--- src/rtl/core/gbi_pkg.sv ---
// Shared types, constants and helper functions of the gyro bias integrator.
// Depends on nothing; every module of the block imports it.
`default_nettype none

package gbi_pkg;

  localparam int MAX_AXES  = 3;
  localparam int AXES      = 3;

  localparam int RAW_W     = 16;
  localparam int BIAS_W    = 16;
  localparam int SUM_W     = 33;
  localparam int MAG_W     = 32;
  localparam int CNT_W     = 16;
  localparam int SENS_W    = 10;
  localparam int DT_W      = 10;
  localparam int CORR_W    = 27;
  localparam int INC_W     = 38;
  localparam int ACC_W     = 37;
  localparam int ANG_W     = 32;
  localparam int RANGE_W   = 8;
  localparam int ELAPSED_W = 16;
  localparam int CMD_W     = 2;

  localparam int RED_STEPS = 5;
  localparam int DIV_STEPS = MAG_W;
  localparam int STEP_W    = $clog2(DIV_STEPS);

  localparam int DATA_W    = 32;
  localparam int ADDR_W    = 4;

  // Full turn and snap level in 1/8 micro-degree
  localparam logic [ACC_W-1:0] FULL_TURN  = ACC_W'(64'd2880000000);
  localparam logic [ACC_W-1:0] SNAP_LEVEL = ACC_W'(64'd2879992000);
  // Bias that makes any angle plus increment positive: 16 full turns
  localparam logic [ACC_W-1:0] RED_OFFSET = FULL_TURN << (RED_STEPS - 1);

  localparam logic [CNT_W-1:0] CNT_MAX = {CNT_W{1'b1}};

  localparam logic signed [CORR_W-1:0] RATE_MAX = CORR_W'(36700160);
  localparam logic signed [CORR_W-1:0] RATE_MIN = -RATE_MAX;

  // Sensitivity per LSB in 1/8 mdps
  localparam logic [SENS_W-1:0] SENS_125  = SENS_W'(35);
  localparam logic [SENS_W-1:0] SENS_250  = SENS_W'(70);
  localparam logic [SENS_W-1:0] SENS_500  = SENS_W'(140);
  localparam logic [SENS_W-1:0] SENS_1000 = SENS_W'(280);
  localparam logic [SENS_W-1:0] SENS_2000 = SENS_W'(560);

  localparam logic [RANGE_W-1:0] RANGE_RESET  = RANGE_W'(4);
  localparam logic [CNT_W-1:0]   CAL_N_RESET  = CNT_W'(300);
  localparam logic [DT_W-1:0]    DT_LIM_RESET = DT_W'(50);

  typedef enum logic [CMD_W-1:0] {
    CMD_INTEGRATE  = 2'd0,
    CMD_CAL_SAMPLE = 2'd1,
    CMD_RESTART    = 2'd2,
    CMD_IGNORE     = 2'd3
  } cmd_t;

  typedef enum logic [1:0] {
    REG_RANGE     = 2'd0,
    REG_CAL_COUNT = 2'd1,
    REG_DT_LIMIT  = 2'd2,
    REG_AXIS_NEG  = 2'd3
  } reg_idx_t;

  typedef enum logic [3:0] {
    ST_IDLE,
    ST_MUL,
    ST_SCALE,
    ST_ADD,
    ST_RED,
    ST_SNAP,
    ST_CAL,
    ST_CHK,
    ST_DIV,
    ST_BIAS,
    ST_ZERO,
    ST_DONE
  } state_t;

  typedef struct packed {
    logic [RANGE_W-1:0]  range_code;
    logic [CNT_W-1:0]    cal_sample_count;
    logic [DT_W-1:0]     dt_limit;
    logic [MAX_AXES-1:0] axis_negate;
  } cfg_t;

  typedef struct packed {
    logic              capture;
    logic              mul;
    logic              scale;
    logic              add;
    logic              red;
    logic [STEP_W-1:0] step;
    logic              snap;
    logic              zero;
    logic              cal_acc;
    logic              div_start;
    logic              div_step;
    logic              bias_wr;
    logic              out_load;
  } dp_cmd_t;

  typedef struct packed {
    logic cal_done;
  } dp_stat_t;

  function automatic logic [SENS_W-1:0] sensitivity(input logic [RANGE_W-1:0] range_code);
    logic [SENS_W-1:0] s;
    if (range_code[1]) begin
      s = SENS_125;
    end else begin
      unique case (range_code[3:2])
        2'd0:    s = SENS_250;
        2'd1:    s = SENS_500;
        2'd2:    s = SENS_1000;
        default: s = SENS_2000;
      endcase
    end
    return s;
  endfunction

  // Multiple of a full turn taken off at reduction step k: 16, 8, 4, 2, 1 turns
  function automatic logic [ACC_W-1:0] red_multiple(input logic [STEP_W-1:0] step);
    logic [STEP_W-1:0] sh;
    sh = STEP_W'(RED_STEPS - 1) - step;
    return FULL_TURN << sh;
  endfunction

endpackage

`default_nettype wire

--- src/rtl/core/gbi_regs.sv ---
// APB-style configuration registers of the gyro bias integrator.
// Depends on gbi_pkg for the register map and the config struct.
`default_nettype none

module gbi_regs
  import gbi_pkg::*;
(
  input  wire logic              clk,
  input  wire logic              rst_n,
  input  wire logic              cfg_psel,
  input  wire logic              cfg_penable,
  input  wire logic              cfg_pwrite,
  input  wire logic [ADDR_W-1:0] cfg_paddr,
  input  wire logic [DATA_W-1:0] cfg_pwdata,
  output logic      [DATA_W-1:0] cfg_prdata,
  output logic                   cfg_pready,
  output cfg_t                   cfg
);

  cfg_t     cfg_r, cfg_nxt;
  reg_idx_t idx;
  logic     wr_en;

  assign idx        = reg_idx_t'(cfg_paddr[ADDR_W-1:2]);
  assign wr_en      = cfg_psel && cfg_penable && cfg_pwrite && cfg_pready;
  assign cfg_pready = 1'b1;
  assign cfg        = cfg_r;

  always_comb begin
    cfg_nxt = cfg_r;
    if (wr_en) begin
      unique case (idx)
        REG_RANGE:     cfg_nxt.range_code       = cfg_pwdata[RANGE_W-1:0];
        REG_CAL_COUNT: cfg_nxt.cal_sample_count = cfg_pwdata[CNT_W-1:0];
        REG_DT_LIMIT:  cfg_nxt.dt_limit         = cfg_pwdata[DT_W-1:0];
        REG_AXIS_NEG:  cfg_nxt.axis_negate      = cfg_pwdata[MAX_AXES-1:0];
      endcase
    end
  end

  always_ff @(posedge clk) begin
    if (!rst_n) begin
      cfg_r.range_code       <= RANGE_RESET;
      cfg_r.cal_sample_count <= CAL_N_RESET;
      cfg_r.dt_limit         <= DT_LIM_RESET;
      cfg_r.axis_negate      <= '0;
    end else begin
      cfg_r <= cfg_nxt;
    end
  end

  always_comb begin
    unique case (idx)
      REG_RANGE:     cfg_prdata = DATA_W'(cfg_r.range_code);
      REG_CAL_COUNT: cfg_prdata = DATA_W'(cfg_r.cal_sample_count);
      REG_DT_LIMIT:  cfg_prdata = DATA_W'(cfg_r.dt_limit);
      REG_AXIS_NEG:  cfg_prdata = DATA_W'(cfg_r.axis_negate);
    endcase
  end

endmodule

`default_nettype wire

--- config.mk ---
export PLATFORM = sky130hd
export DESIGN_NAME = gbi_regs
export DESIGN_NICKNAME = d
export VERILOG_FILES = /design/src/rtl/core/gbi_pkg.sv /design/src/rtl/core/gbi_regs.sv
export SDC_FILE = /design/constraint.sdc
export NUM_CORES = 1
export LEC_CHECK = 0
export BUFFER_PORTS_ARGS = -buffer_cell sky130_fd_sc_hd__buf_4
export CORE_UTILIZATION = 46
export DETAILED_ROUTE_END_ITERATION = 7
export GPL_ROUTABILITY_DRIVEN = 0
export HOLD_SLACK_MARGIN = 0.15
export PLACE_DENSITY_LB_ADDON = 0.3
export SLEW_MARGIN = 20
export SYNTH_ARGS = -nofsm -noshare
export SYNTH_HDL_FRONTEND = slang
export SYNTH_SLANG_ARGS = --single-unit
--- constraint.sdc ---
create_clock -name clk -period 2 [get_ports clk]
set_clock_uncertainty 0.05 [all_clocks]
set_input_delay 0.2 -clock clk [delete_from_list [all_inputs] [get_ports clk]]
set_output_delay 0.2 -clock clk [all_outputs]
set_load 0.03 [all_outputs]
==> metrics.md <==
| Metric | Value |
|---|---|
| Die Y | `65.5 um` |
| Slowest cell on crit path | `mux4_2` |
| Slew HR | `a little under two thirds` |
| Diodes inserted | `0` |
| Vias | `1646` |
| Fmax | `approximately 670 MHz` |
| Simple-Gate Fraction of Synth Area | `18.5%` |
| Worst hold path class | `input port to flip-flop` |
| CTS Hold Bufs | `13` |
| Final wirelength | `roughly 4300 um` |
| Post-route minimum period | `between 1 and 1.5 ns` |
| Metal2 WL | `2110 um` |
| DR WL/cell | `12.8 um` |
| Top sig layer | `met4` |
| DP Wirelength | `approximately 2900 um` |
| Post-route clock period utilization | `74.9%` |
| Placed cell count | `roughly 320` |
| Via/cell ratio | `4.90` |
| PD cells | `648 nW/um2` |
| Peak VDD IR | `approximately 370 uV` |
| YS warnings | `0` |
| P&R area growth vs syn | `39.1%` |
| Post-Synth XOR/XNOR Area | `0%` |
| PostCTS Resize Cnt | `0` |
| Critical path class | `flip-flop to primary output` |
| Global-route total usage across every layer | `21.8%` |
| Layout cells sized above 1 | `31.6%` |
| Worst setup margin | `0.502 ns` |
| Clock latency at the later pin of the worst-skew pair | `approximately 0.28 ns` |
| Synth cell types | `23` |
| H-tree Lvls | `2` |
| Top Family by Delay on Critical Path | `multiplexers` |
| Max Root-Sink Buffers | `2` |
| Multiplexer share of the synthesized area | `22.5%` |
| Final global-route overflow total | `0` |
| Leakage power | `0.00125 uW` |
| Status | `finished, final reports clean` |
| DRC Markers | `0` |
| Mapped Cells | `around 210` |
| Post-Syn Area | `1860 um2` |
| Crit path arrival time | `1.25 ns` |
| Routed Antenna Nets | `0` |
| Largest family of logic cells by synthesized area | `multiplexers` |
| Final setup fails | `0` |
| Setup Buffers After CTS | `0` |
| Nets | `328` |
| Mean post-synth cell area | `around 9.0 um2` |
| Critical path buffers and inverters | `1` |
| Starting density of the core | `49.2%` |
| Detailed Route Iter0 Violations | `94` |
| Io pins | `111` |
| Critical Path End Type | `primary output` |
| Row cnt | `22` |
| Clock Sinks | `37` |
| Vias in the first global route | `1568` |
| Core ar. | `3770 um2` |
| RSZ-0062 raised after global routing | `false` |
| Compound-gate portion of the synthesized area | `5.53%` |
| First-pass GRT wire length | `between 7000 and 8000 um` |
| CP Max Fanout | `3` |
| Pre-CTS setup slack | `0.568 ns` |
| Register area share after synthesis | `39.9%` |
| Met3 wire len | `346 um` |
| Met1 Routed Length | `approximately 1800 um` |
| Final Non-Filler Cells | `roughly 340` |
| 1st-pass router iterations | `4` |
| CTS Buf Count | `5` |
| Adder-cell share of the synthesized area | `0%` |
| Initial antenna violation count | `0` |
| I/O Buffers | `75` |
| Clk slew on worst S/H paths | `0.07 ns` |
| Final hold vios | `0` |
| CP Data Required Time | `1.75 ns` |
| Worst path max stage delay | `0.46 ns` |
| Worst slew pin tran | `0.540 ns` |
| Die Wd | `65.5 um` |
| Largest net degree at the start of global routing | `56` |
| Worst-path cell chain | `mux4_2 -> buf_4` |
| Root Driver | `clkbuf_8` |
| Largest register FFs | `37` |
| Synth Register Bits | `37` |
| Most common cell after layout, fill and taps aside | `buf_4` |
| Max_cap viols | `0` |
| Setup Total Neg Slack | `0 ns` |
| CTS tree | `yes` |
| Die ar. | `4290 um2` |
| CP Launch Type | `flip-flop` |
| Max-slew violations | `0` |
| Most frequent cells in the layout | `79 x buf_4, 51 x nand2_1, 37 x dfxtp_1, 35 x mux2i_1, 17 x conb_1` |
path summary, 6_finish.rpt:
check	from	endpoint	slack, ns	depth (start not counted)
hold reg to reg	cfg[23]$_SDFFE_PN0P_	cfg[23]$_SDFFE_PN0P_	0.43	2
setup / recovery	cfg[1]$_SDFFE_PN0P_	cfg_prdata[1]	0.50	2
hold / removal	cfg_pwdata[6]	cfg[9]$_SDFFE_PN0P_	0.17	3
setup reg to reg	cfg[18]$_SDFFE_PN1P_	cfg[18]$_SDFFE_PN1P_	1.18	3
synth_stat cells:
master    instances  area [um2]
o211ai_1          4        30.0
nand2_1          51         191
mux4_2            3        67.6
or3_1             1        6.26
nand3_1           5        25.0
a22o_1            2        17.5
and3_1            1        6.26
dfxtp_1          37         741
buf_8             1        15.0
nand2b_1          3        18.8
o21ai_0           5        25.0
nor2b_1           5        31.3
buf_2             4        20.0
inv_1             4        15.0
mux2i_1          35         350
clkbuf_1          7        26.3
conb_1            2        7.51
and2_1            7        43.8
buf_6             3        33.8
and3_4            1        11.3
and2_4            1        8.76
a21oi_1           6        30.0
buf_4            18         135
routing by layer:
metal,GRT usage (%),vias to the layer above
met3,6.60,4
met1,25.6,760
met4,4.08,0
met5,0,-
li1,-,808
met2,38.8,74
worst reg2reg max path: stages, from the launching register on:
cell and delay, ns:
dfxtp_1 0.33, nand2b_1 0.14, a21oi_1 0.14, a21oi_1 0.06
logic make-up after synthesis:
logic type	Yosys count
AO/OA/AOI/OAI	17
AND/OR/NAND/NOR	75
buffers and inverters	37
multiplexers	38
other	2
flip-flops	37
layout make-up:
cell class              count  area [um2]
fillers                   309        1190
multi-input cells         147         927
flip-flops and latches     37         741
repair buffers             92         723
clock buffers               7        86.3
well taps                  48        60.1
clock inverters             1        30.0
inverters                   4        15.0
power by group:
group	switching (uW)	internal (uW)	total (uW)
clock	253	406	659
combinational	159	102	260
sequential	7.87	747	755
metrics by stage:
stage          hold slack, ns  utilization [%]  total power, uW  area (um2)
3_3_place_gp            0.406             61.9             1010        2340
3_5_place_dp            0.414             61.9             1010        2340
2_1_floorplan           0.289                -              957        1910
5_1_grt                 0.190             68.5             1750        2580
6_report                0.170             68.5             1670        2580
4_1_cts                 0.168             68.5             1690        2580
Power figures use the tool's default switching activity.
