`src/rtl/core/gbi_pkg.sv`:
```
// Shared types, constants and helper functions of the gyro bias integrator.
// Depends on nothing; every module of the block imports it.
`default_nettype none

package gbi_pkg;

  localparam int MAX_AXES  = 3;
  localparam int AXES      = 3;

  localparam int RAW_W     = 16;
  localparam int BIAS_W    = 16;
  localparam int SUM_W     = 33;
  localparam int MAG_W     = 32;
  localparam int CNT_W     = 16;
  localparam int SENS_W    = 10;
  localparam int DT_W      = 10;
  localparam int CORR_W    = 27;
  localparam int INC_W     = 38;
  localparam int ACC_W     = 37;
  localparam int ANG_W     = 32;
  localparam int RANGE_W   = 8;
  localparam int ELAPSED_W = 16;
  localparam int CMD_W     = 2;

  localparam int RED_STEPS = 5;
  localparam int DIV_STEPS = MAG_W;
  localparam int STEP_W    = $clog2(DIV_STEPS);

  localparam int DATA_W    = 32;
  localparam int ADDR_W    = 4;

  // Full turn and snap level in 1/8 micro-degree
  localparam logic [ACC_W-1:0] FULL_TURN  = ACC_W'(64'd2880000000);
  localparam logic [ACC_W-1:0] SNAP_LEVEL = ACC_W'(64'd2879992000);
  // Bias that makes any angle plus increment positive: 16 full turns
  localparam logic [ACC_W-1:0] RED_OFFSET = FULL_TURN << (RED_STEPS - 1);

  localparam logic [CNT_W-1:0] CNT_MAX = {CNT_W{1'b1}};

  localparam logic signed [CORR_W-1:0] RATE_MAX = CORR_W'(36700160);
  localparam logic signed [CORR_W-1:0] RATE_MIN = -RATE_MAX;

  // Sensitivity per LSB in 1/8 mdps
  localparam logic [SENS_W-1:0] SENS_125  = SENS_W'(35);
  localparam logic [SENS_W-1:0] SENS_250  = SENS_W'(70);
  localparam logic [SENS_W-1:0] SENS_500  = SENS_W'(140);
  localparam logic [SENS_W-1:0] SENS_1000 = SENS_W'(280);
  localparam logic [SENS_W-1:0] SENS_2000 = SENS_W'(560);

  localparam logic [RANGE_W-1:0] RANGE_RESET  = RANGE_W'(4);
  localparam logic [CNT_W-1:0]   CAL_N_RESET  = CNT_W'(300);
  localparam logic [DT_W-1:0]    DT_LIM_RESET = DT_W'(50);

  typedef enum logic [CMD_W-1:0] {
    CMD_INTEGRATE  = 2'd0,
    CMD_CAL_SAMPLE = 2'd1,
    CMD_RESTART    = 2'd2,
    CMD_IGNORE     = 2'd3
  } cmd_t;

  typedef enum logic [1:0] {
    REG_RANGE     = 2'd0,
    REG_CAL_COUNT = 2'd1,
    REG_DT_LIMIT  = 2'd2,
    REG_AXIS_NEG  = 2'd3
  } reg_idx_t;

  typedef enum logic [3:0] {
    ST_IDLE,
    ST_MUL,
    ST_SCALE,
    ST_ADD,
    ST_RED,
    ST_SNAP,
    ST_CAL,
    ST_CHK,
    ST_DIV,
    ST_BIAS,
    ST_ZERO,
    ST_DONE
  } state_t;

  typedef struct packed {
    logic [RANGE_W-1:0]  range_code;
    logic [CNT_W-1:0]    cal_sample_count;
    logic [DT_W-1:0]     dt_limit;
    logic [MAX_AXES-1:0] axis_negate;
  } cfg_t;

  typedef struct packed {
    logic              capture;
    logic              mul;
    logic              scale;
    logic              add;
    logic              red;
    logic [STEP_W-1:0] step;
    logic              snap;
    logic              zero;
    logic              cal_acc;
    logic              div_start;
    logic              div_step;
    logic              bias_wr;
    logic              out_load;
  } dp_cmd_t;

  typedef struct packed {
    logic cal_done;
  } dp_stat_t;

  function automatic logic [SENS_W-1:0] sensitivity(input logic [RANGE_W-1:0] range_code);
    logic [SENS_W-1:0] s;
    if (range_code[1]) begin
      s = SENS_125;
    end else begin
      unique case (range_code[3:2])
        2'd0:    s = SENS_250;
        2'd1:    s = SENS_500;
        2'd2:    s = SENS_1000;
        default: s = SENS_2000;
      endcase
    end
    return s;
  endfunction

  // Multiple of a full turn taken off at reduction step k: 16, 8, 4, 2, 1 turns
  function automatic logic [ACC_W-1:0] red_multiple(input logic [STEP_W-1:0] step);
    logic [STEP_W-1:0] sh;
    sh = STEP_W'(RED_STEPS - 1) - step;
    return FULL_TURN << sh;
  endfunction

endpackage

`default_nettype wire

```
`src/rtl/core/gbi_ctrl.sv`:
```
// Controller of the gyro bias integrator: sequences the datapath per command
// and owns both handshakes. Depends on gbi_pkg.
`default_nettype none

module gbi_ctrl
  import gbi_pkg::*;
(
  input  wire logic             clk,
  input  wire logic             rst_n,
  input  wire logic             in_valid,
  input  wire logic [CMD_W-1:0] in_command,
  output logic                  in_ready,
  output logic                  out_valid,
  input  wire logic             out_ready,
  input  wire dp_stat_t         stat,
  output dp_cmd_t               cmd
);

  state_t            state_r, state_nxt;
  logic [STEP_W-1:0] step_r, step_nxt;
  logic              out_valid_r, out_valid_nxt;

  always_ff @(posedge clk) begin
    if (!rst_n) begin
      state_r     <= ST_IDLE;
      step_r      <= '0;
      out_valid_r <= 1'b0;
    end else begin
      state_r     <= state_nxt;
      step_r      <= step_nxt;
      out_valid_r <= out_valid_nxt;
    end
  end

  always_comb begin
    state_nxt     = state_r;
    step_nxt      = step_r;
    out_valid_nxt = out_valid_r;
    cmd           = '0;
    cmd.step      = step_r;
    in_ready      = 1'b0;

    // a waiting result leaves on its transfer
    if (out_valid_r && out_ready) begin
      out_valid_nxt = 1'b0;
    end

    unique case (state_r)
      ST_IDLE: begin
        in_ready = 1'b1;
        if (in_valid) begin
          cmd.capture = 1'b1;
          unique case (cmd_t'(in_command))
            CMD_INTEGRATE:  state_nxt = ST_MUL;
            CMD_CAL_SAMPLE: state_nxt = ST_CAL;
            CMD_RESTART:    state_nxt = ST_ZERO;
            CMD_IGNORE:     state_nxt = ST_DONE;
          endcase
        end
      end
      ST_MUL: begin
        cmd.mul   = 1'b1;
        state_nxt = ST_SCALE;
      end
      ST_SCALE: begin
        cmd.scale = 1'b1;
        state_nxt = ST_ADD;
      end
      ST_ADD: begin
        cmd.add   = 1'b1;
        step_nxt  = '0;
        state_nxt = ST_RED;
      end
      ST_RED: begin
        cmd.red  = 1'b1;
        step_nxt = step_r + STEP_W'(1);
        if (step_r == STEP_W'(RED_STEPS - 1)) begin
          state_nxt = ST_SNAP;
        end
      end
      ST_SNAP: begin
        cmd.snap  = 1'b1;
        state_nxt = ST_DONE;
      end
      ST_CAL: begin
        cmd.cal_acc = 1'b1;
        state_nxt   = ST_CHK;
      end
      ST_CHK: begin
        if (stat.cal_done) begin
          cmd.div_start = 1'b1;
          step_nxt      = '0;
          state_nxt     = ST_DIV;
        end else begin
          state_nxt = ST_DONE;
        end
      end
      ST_DIV: begin
        cmd.div_step = 1'b1;
        step_nxt     = step_r + STEP_W'(1);
        if (step_r == STEP_W'(DIV_STEPS - 1)) begin
          state_nxt = ST_BIAS;
        end
      end
      ST_BIAS: begin
        cmd.bias_wr = 1'b1;
        state_nxt   = ST_DONE;
      end
      ST_ZERO: begin
        cmd.zero  = 1'b1;
        state_nxt = ST_DONE;
      end
      ST_DONE: begin
        // hold until the result register is free
        if (!out_valid_r || out_ready) begin
          cmd.out_load  = 1'b1;
          out_valid_nxt = 1'b1;
          state_nxt     = ST_IDLE;
        end
      end
      default: begin
        state_nxt = ST_IDLE;
      end
    endcase
  end

  assign out_valid = out_valid_r;

endmodule

`default_nettype wire

```
`config.mk`:
```
export PLATFORM = sky130hd
export DESIGN_NAME = gbi_ctrl
export DESIGN_NICKNAME = d
export VERILOG_FILES = /design/src/rtl/core/gbi_pkg.sv /design/src/rtl/core/gbi_ctrl.sv
export SDC_FILE = /design/constraint.sdc
export NUM_CORES = 1
export LEC_CHECK = 0
export BUFFER_PORTS_ARGS = -buffer_cell sky130_fd_sc_hd__buf_2
export CAP_MARGIN = 20
export CORE_MARGIN = 10
export CORE_UTILIZATION = 30
export CTS_CLUSTER_DIAMETER = 100
export DETAILED_ROUTE_END_ITERATION = 10
export GPL_TIMING_DRIVEN = 0
export HOLD_SLACK_MARGIN = 0.15
export PLACE_DENSITY = 0.51
export SLEW_MARGIN = 5
export SYNTH_ARGS = -nofsm -noshare
export SYNTH_HDL_FRONTEND = slang
export SYNTH_SLANG_ARGS = --single-unit
```
`constraint.sdc`:
```
create_clock -name clk -period 1.9 [get_ports clk]
set_input_delay 0.38 -clock clk [delete_from_list [all_inputs] [get_ports clk]]
set_output_delay 0.38 -clock clk [all_outputs]
set_load 0.05 [all_outputs]
```
==> results by stage <==
Route:
- In the final routed layout, each cell accounts on average for 13.0 microns.
- The routed layout has 850 vias.
- The final routed DRC violation total is 0.
- The pre-antenna-repair detailed-routing pass consisted of 4 iterations.
- The first-iteration detailed-routing DRC count is 31.
- The detail-routed via count per cell is 5.15.
- Once detail routing completed, the nets flagged for antenna violations numbered 0.
- The wire length reported by the detailed router is 2.15 mm.

Critical path:
- The critical register-to-register path startpoint is state_r[3]$_SDFFE_PN0P_.
- On the worst path, the slowest cell contributes a delay of 320 ps.
- The instance count on the critical path is 4.
- The timing endpoint of the critical path is cmd[12].
- The signal on the critical path passes through clkbuf_2, nand2b_1, nor2_1, clkbuf_4.
- STA classifies the critical path startpoint as a flop.
- The most critical setup path has its startpoint at state_r[3]$_SDFFE_PN0P_.
- The highest-delay cell along the critical path is dfxtp_1.
- The buffer and inverter count on the worst path is 2.
- The worst-case register-to-register setup slack is 280 ps.
- The category of the most critical setup path is reg2out.
- STA classifies the critical path endpoint as an output port.
- STA puts the critical path data arrival time at 1470 ps.
- The maximum net fanout on the critical path is 10.
- Grouping stages by cell kind, the critical path spends the most delay in simple AND/OR/NAND/NOR gates.
- Measured in cells, the most critical reg-to-reg path has a length of 5.
- The worst register-to-register path ends at step_r[3]$_SDFFE_PN0P_.
- The data required time of the worst path is 1520 ps.

Cells and area:
- The finished layout holds 165 standard cells, fillers aside.
- The final-layout fill cell count is 288.
- The ratio of cells with drive above 1 in the final layout is 29.6%.
- The synthesis-to-layout area growth is 29.3%.
- The final net count is 150.
- The fraction of the core area covered by cells at the end of the flow is 41.0%.
- The number of antenna diodes in the final layout is 0.

Hold path:
- The worst hold path begins at out_ready.
- The worst hold-check path type is in2reg.

Timing:
- The final worst setup slack is 50.7 ps.
- Setup repair after global routing could not meet its margin everywhere.
- Subtracting the final worst setup slack from the clock period gives 1850 ps.
- Static timing analysis puts the maximum clock frequency at 0.541 GHz.
- For the pin with the worst max-slew slack, the measured transition is 334 ps.
- Adding up every negative setup slack in the final design gives 0 ps.
- The clock skew is 4.66 ps.
- The final setup violation count is 0.
- The final cycle utilization of the critical path is 97.3%.
- The worst pin sits at a relative slew slack of 77.8%.
- The number of max-slew violations in the final report is 0.
- The hold violation total from the final report is 0.

Logic synthesis:
- In this run the mean area of a mapped cell was 7.34 sq um.
- By instance count, the leading cell after synthesis is nor2_1.
- During synthesis, Yosys emitted a total of 0 warnings.
- The gate count of the mapped netlist is 107.
- Synthesis inferred 10 register bits.
- The number of distinct library cells after synthesis is 34.
- When the netlist entered floorplanning its net count stood at 121.
- In the synthesized netlist the async set-or-reset flop fraction comes to 0%.
- The area share of the largest cell type after synthesis is 25.5%.
- The count of flip-flops with a built-in enable after synthesis is 0.
- Yosys attributes the largest share of cell area to dfxtp_1, ha_1, nor2_1, inv_1, a21oi_1.
- The dominant register cell in the synthesized netlist is dfxtp_1.
- The cell area that synthesis handed to floorplanning was 786 sq um.
- After synthesis, the most frequently instantiated cells are nor2_1, dfxtp_1, inv_1.
- Sequential elements use 25.5% of the synthesized area.
- The synthesized design spends more area on one cell type than any other, namely dfxtp_1.

CTS:
- The clock latency on the worst-skew pair is 270 ps.
- The post-CTS setup buffer count is 0.
- Buffers inserted during clock tree synthesis total 3.
- The clock root buffer is clkbuf_4.
- Buffers inserted to repair hold after CTS numbered 0.
- The H-tree depth is 1.
- TritonCTS built the clock tree.
- Clock tree synthesis found a total of 10 sinks.
- The clock input transition at the sequential cells of the worst setup and hold paths is 70 ps.
- The buffer levels on the longest clock path is 2.

Placement:
- Once detailed placement completed, the half-perimeter wirelength came to 1.71 mm.
- The number of placed cells counting well taps is 162.
- Prior to clock tree synthesis, the placed netlist has a worst setup slack of 221 ps.
- The count of buffers from port buffering is 25.
- The placer's final routability congestion estimate is 0.757.

Die:
- The initialized floorplan defines 18 standard-cell rows.
- For this design the top-level I/O count stands at 26.
- After floorplanning, the core was sized to cover 2480 sq um.
- The die is 71.2 microns tall.
- The die extent in x is 71.2 microns.
- The effective utilization at floorplan is 31.7%.
- The floorplan step defined a die boundary enclosing 5070 sq um.

Power and ir drop:
- For this design the ratio of total power to cell area is 1570 nW/um^2.
- Summed over all cells, the static leakage comes to 0.000487 uW.
- The worst-case IR drop observed on VDD is 1.02 mV.
- The overall power after layout is 1600 uW.

GRT:
- Entering global routing, the biggest net connects 11 pins.
- The first global-routing pass estimated 3.66 mm of wire.
- The number of global-route vias before repair came to 788.
- The global-route total usage across every layer is 8.49%.
- The total congestion overflow after global routing is 0.
- The initial antenna violation count is 0.

Status:
- The flow ran to the end, and the final reports show no timing, DRC or antenna violations.

Flow run:
- The number of maximum-capacitance violations is 0.
## worst min path at each step
stage	to	slack, ps	cells past startpoint
after global routing	step_r[2]$_SDFFE_PN0P_	440	3
final	out_valid$_SDFF_PN0_	430	4
after floorplan	state_r[2]$_SDFFE_PN0P_	530	1
after CTS	out_valid$_SDFF_PN0_	420	4
after detailed placement	step_r[4]$_SDFFE_PN0P_	500	2
after global placement	step_r[3]$_SDFFE_PN0P_	500	2
## cell usage in the layout (no fill, tap or decap), types with 4 or more instances in the layout
cell type,instances
a21oi_1,7
nor2_1,16
nand3_1,6
buf_2,21
inv_1,10
ha_1,7
buf_6,5
clkbuf_4,7
nor3_1,4
dfxtp_1,10
nand2_1,6
## per-stage QoR
stage          hold slack (ps)  area [sq um]
2_1_floorplan              533           796
3_3_place_gp               500           958
3_5_place_dp               502           958
4_1_cts                    423           997
5_1_grt                    443          1020
6_report                   429          1020
## flip-flops by register name, summed over array words and instances, names as in the netlist
signal,count
state_r,4
out_valid,1
step_r,5
## what timing repair did
| action | in CTS | in global routing |
|---|---|---|
| gates cloned | 0 | 0 |
| resized for setup | 2 | 11 |
| endpoints found under the setup margin | 5 | 10 |
## routing by layer
metal	global-route usage, %	part of all wire, %
met4	1.94	0.42
met2	14.7	52
met1	9.39	42
met5	0	0
met3	3.49	4.8
## cell families after synthesis
logic type	share of synthesized area, %
adder cells (fa/ha/maj)	11.1
AND/OR/NAND/NOR	30.3
buffers and inverters	11.1
flip-flops	25.5
AO/OA/AOI/OAI	22.0
## report_power, final
| group | total (uW) | switching, uW | internal (uW) |
|---|---|---|---|
| clock network | 192 | 75.6 | 116 |
| logic | 1110 | 756 | 355 |
| registers | 296 | 36.9 | 259 |
## area by class of cell
class                      count  area, sq um  share of cell area, %
tap                           30         37.5                   3.69
timing repair buffer          25          148                   14.5
sequential                    10          200                   19.7
inverter                      10         37.5                   3.69
multi-input combinational     80          508                   50.0
buffer                         6         48.8                   4.80
clock buffer                   4         36.3                   3.57
## tightest hold or removal path, delay by kind of cell
kind	cells	cell delay, ps
and+or+nand+nor	3	200
buffers and inverters	1	80
Power figures use the tool's default switching activity.
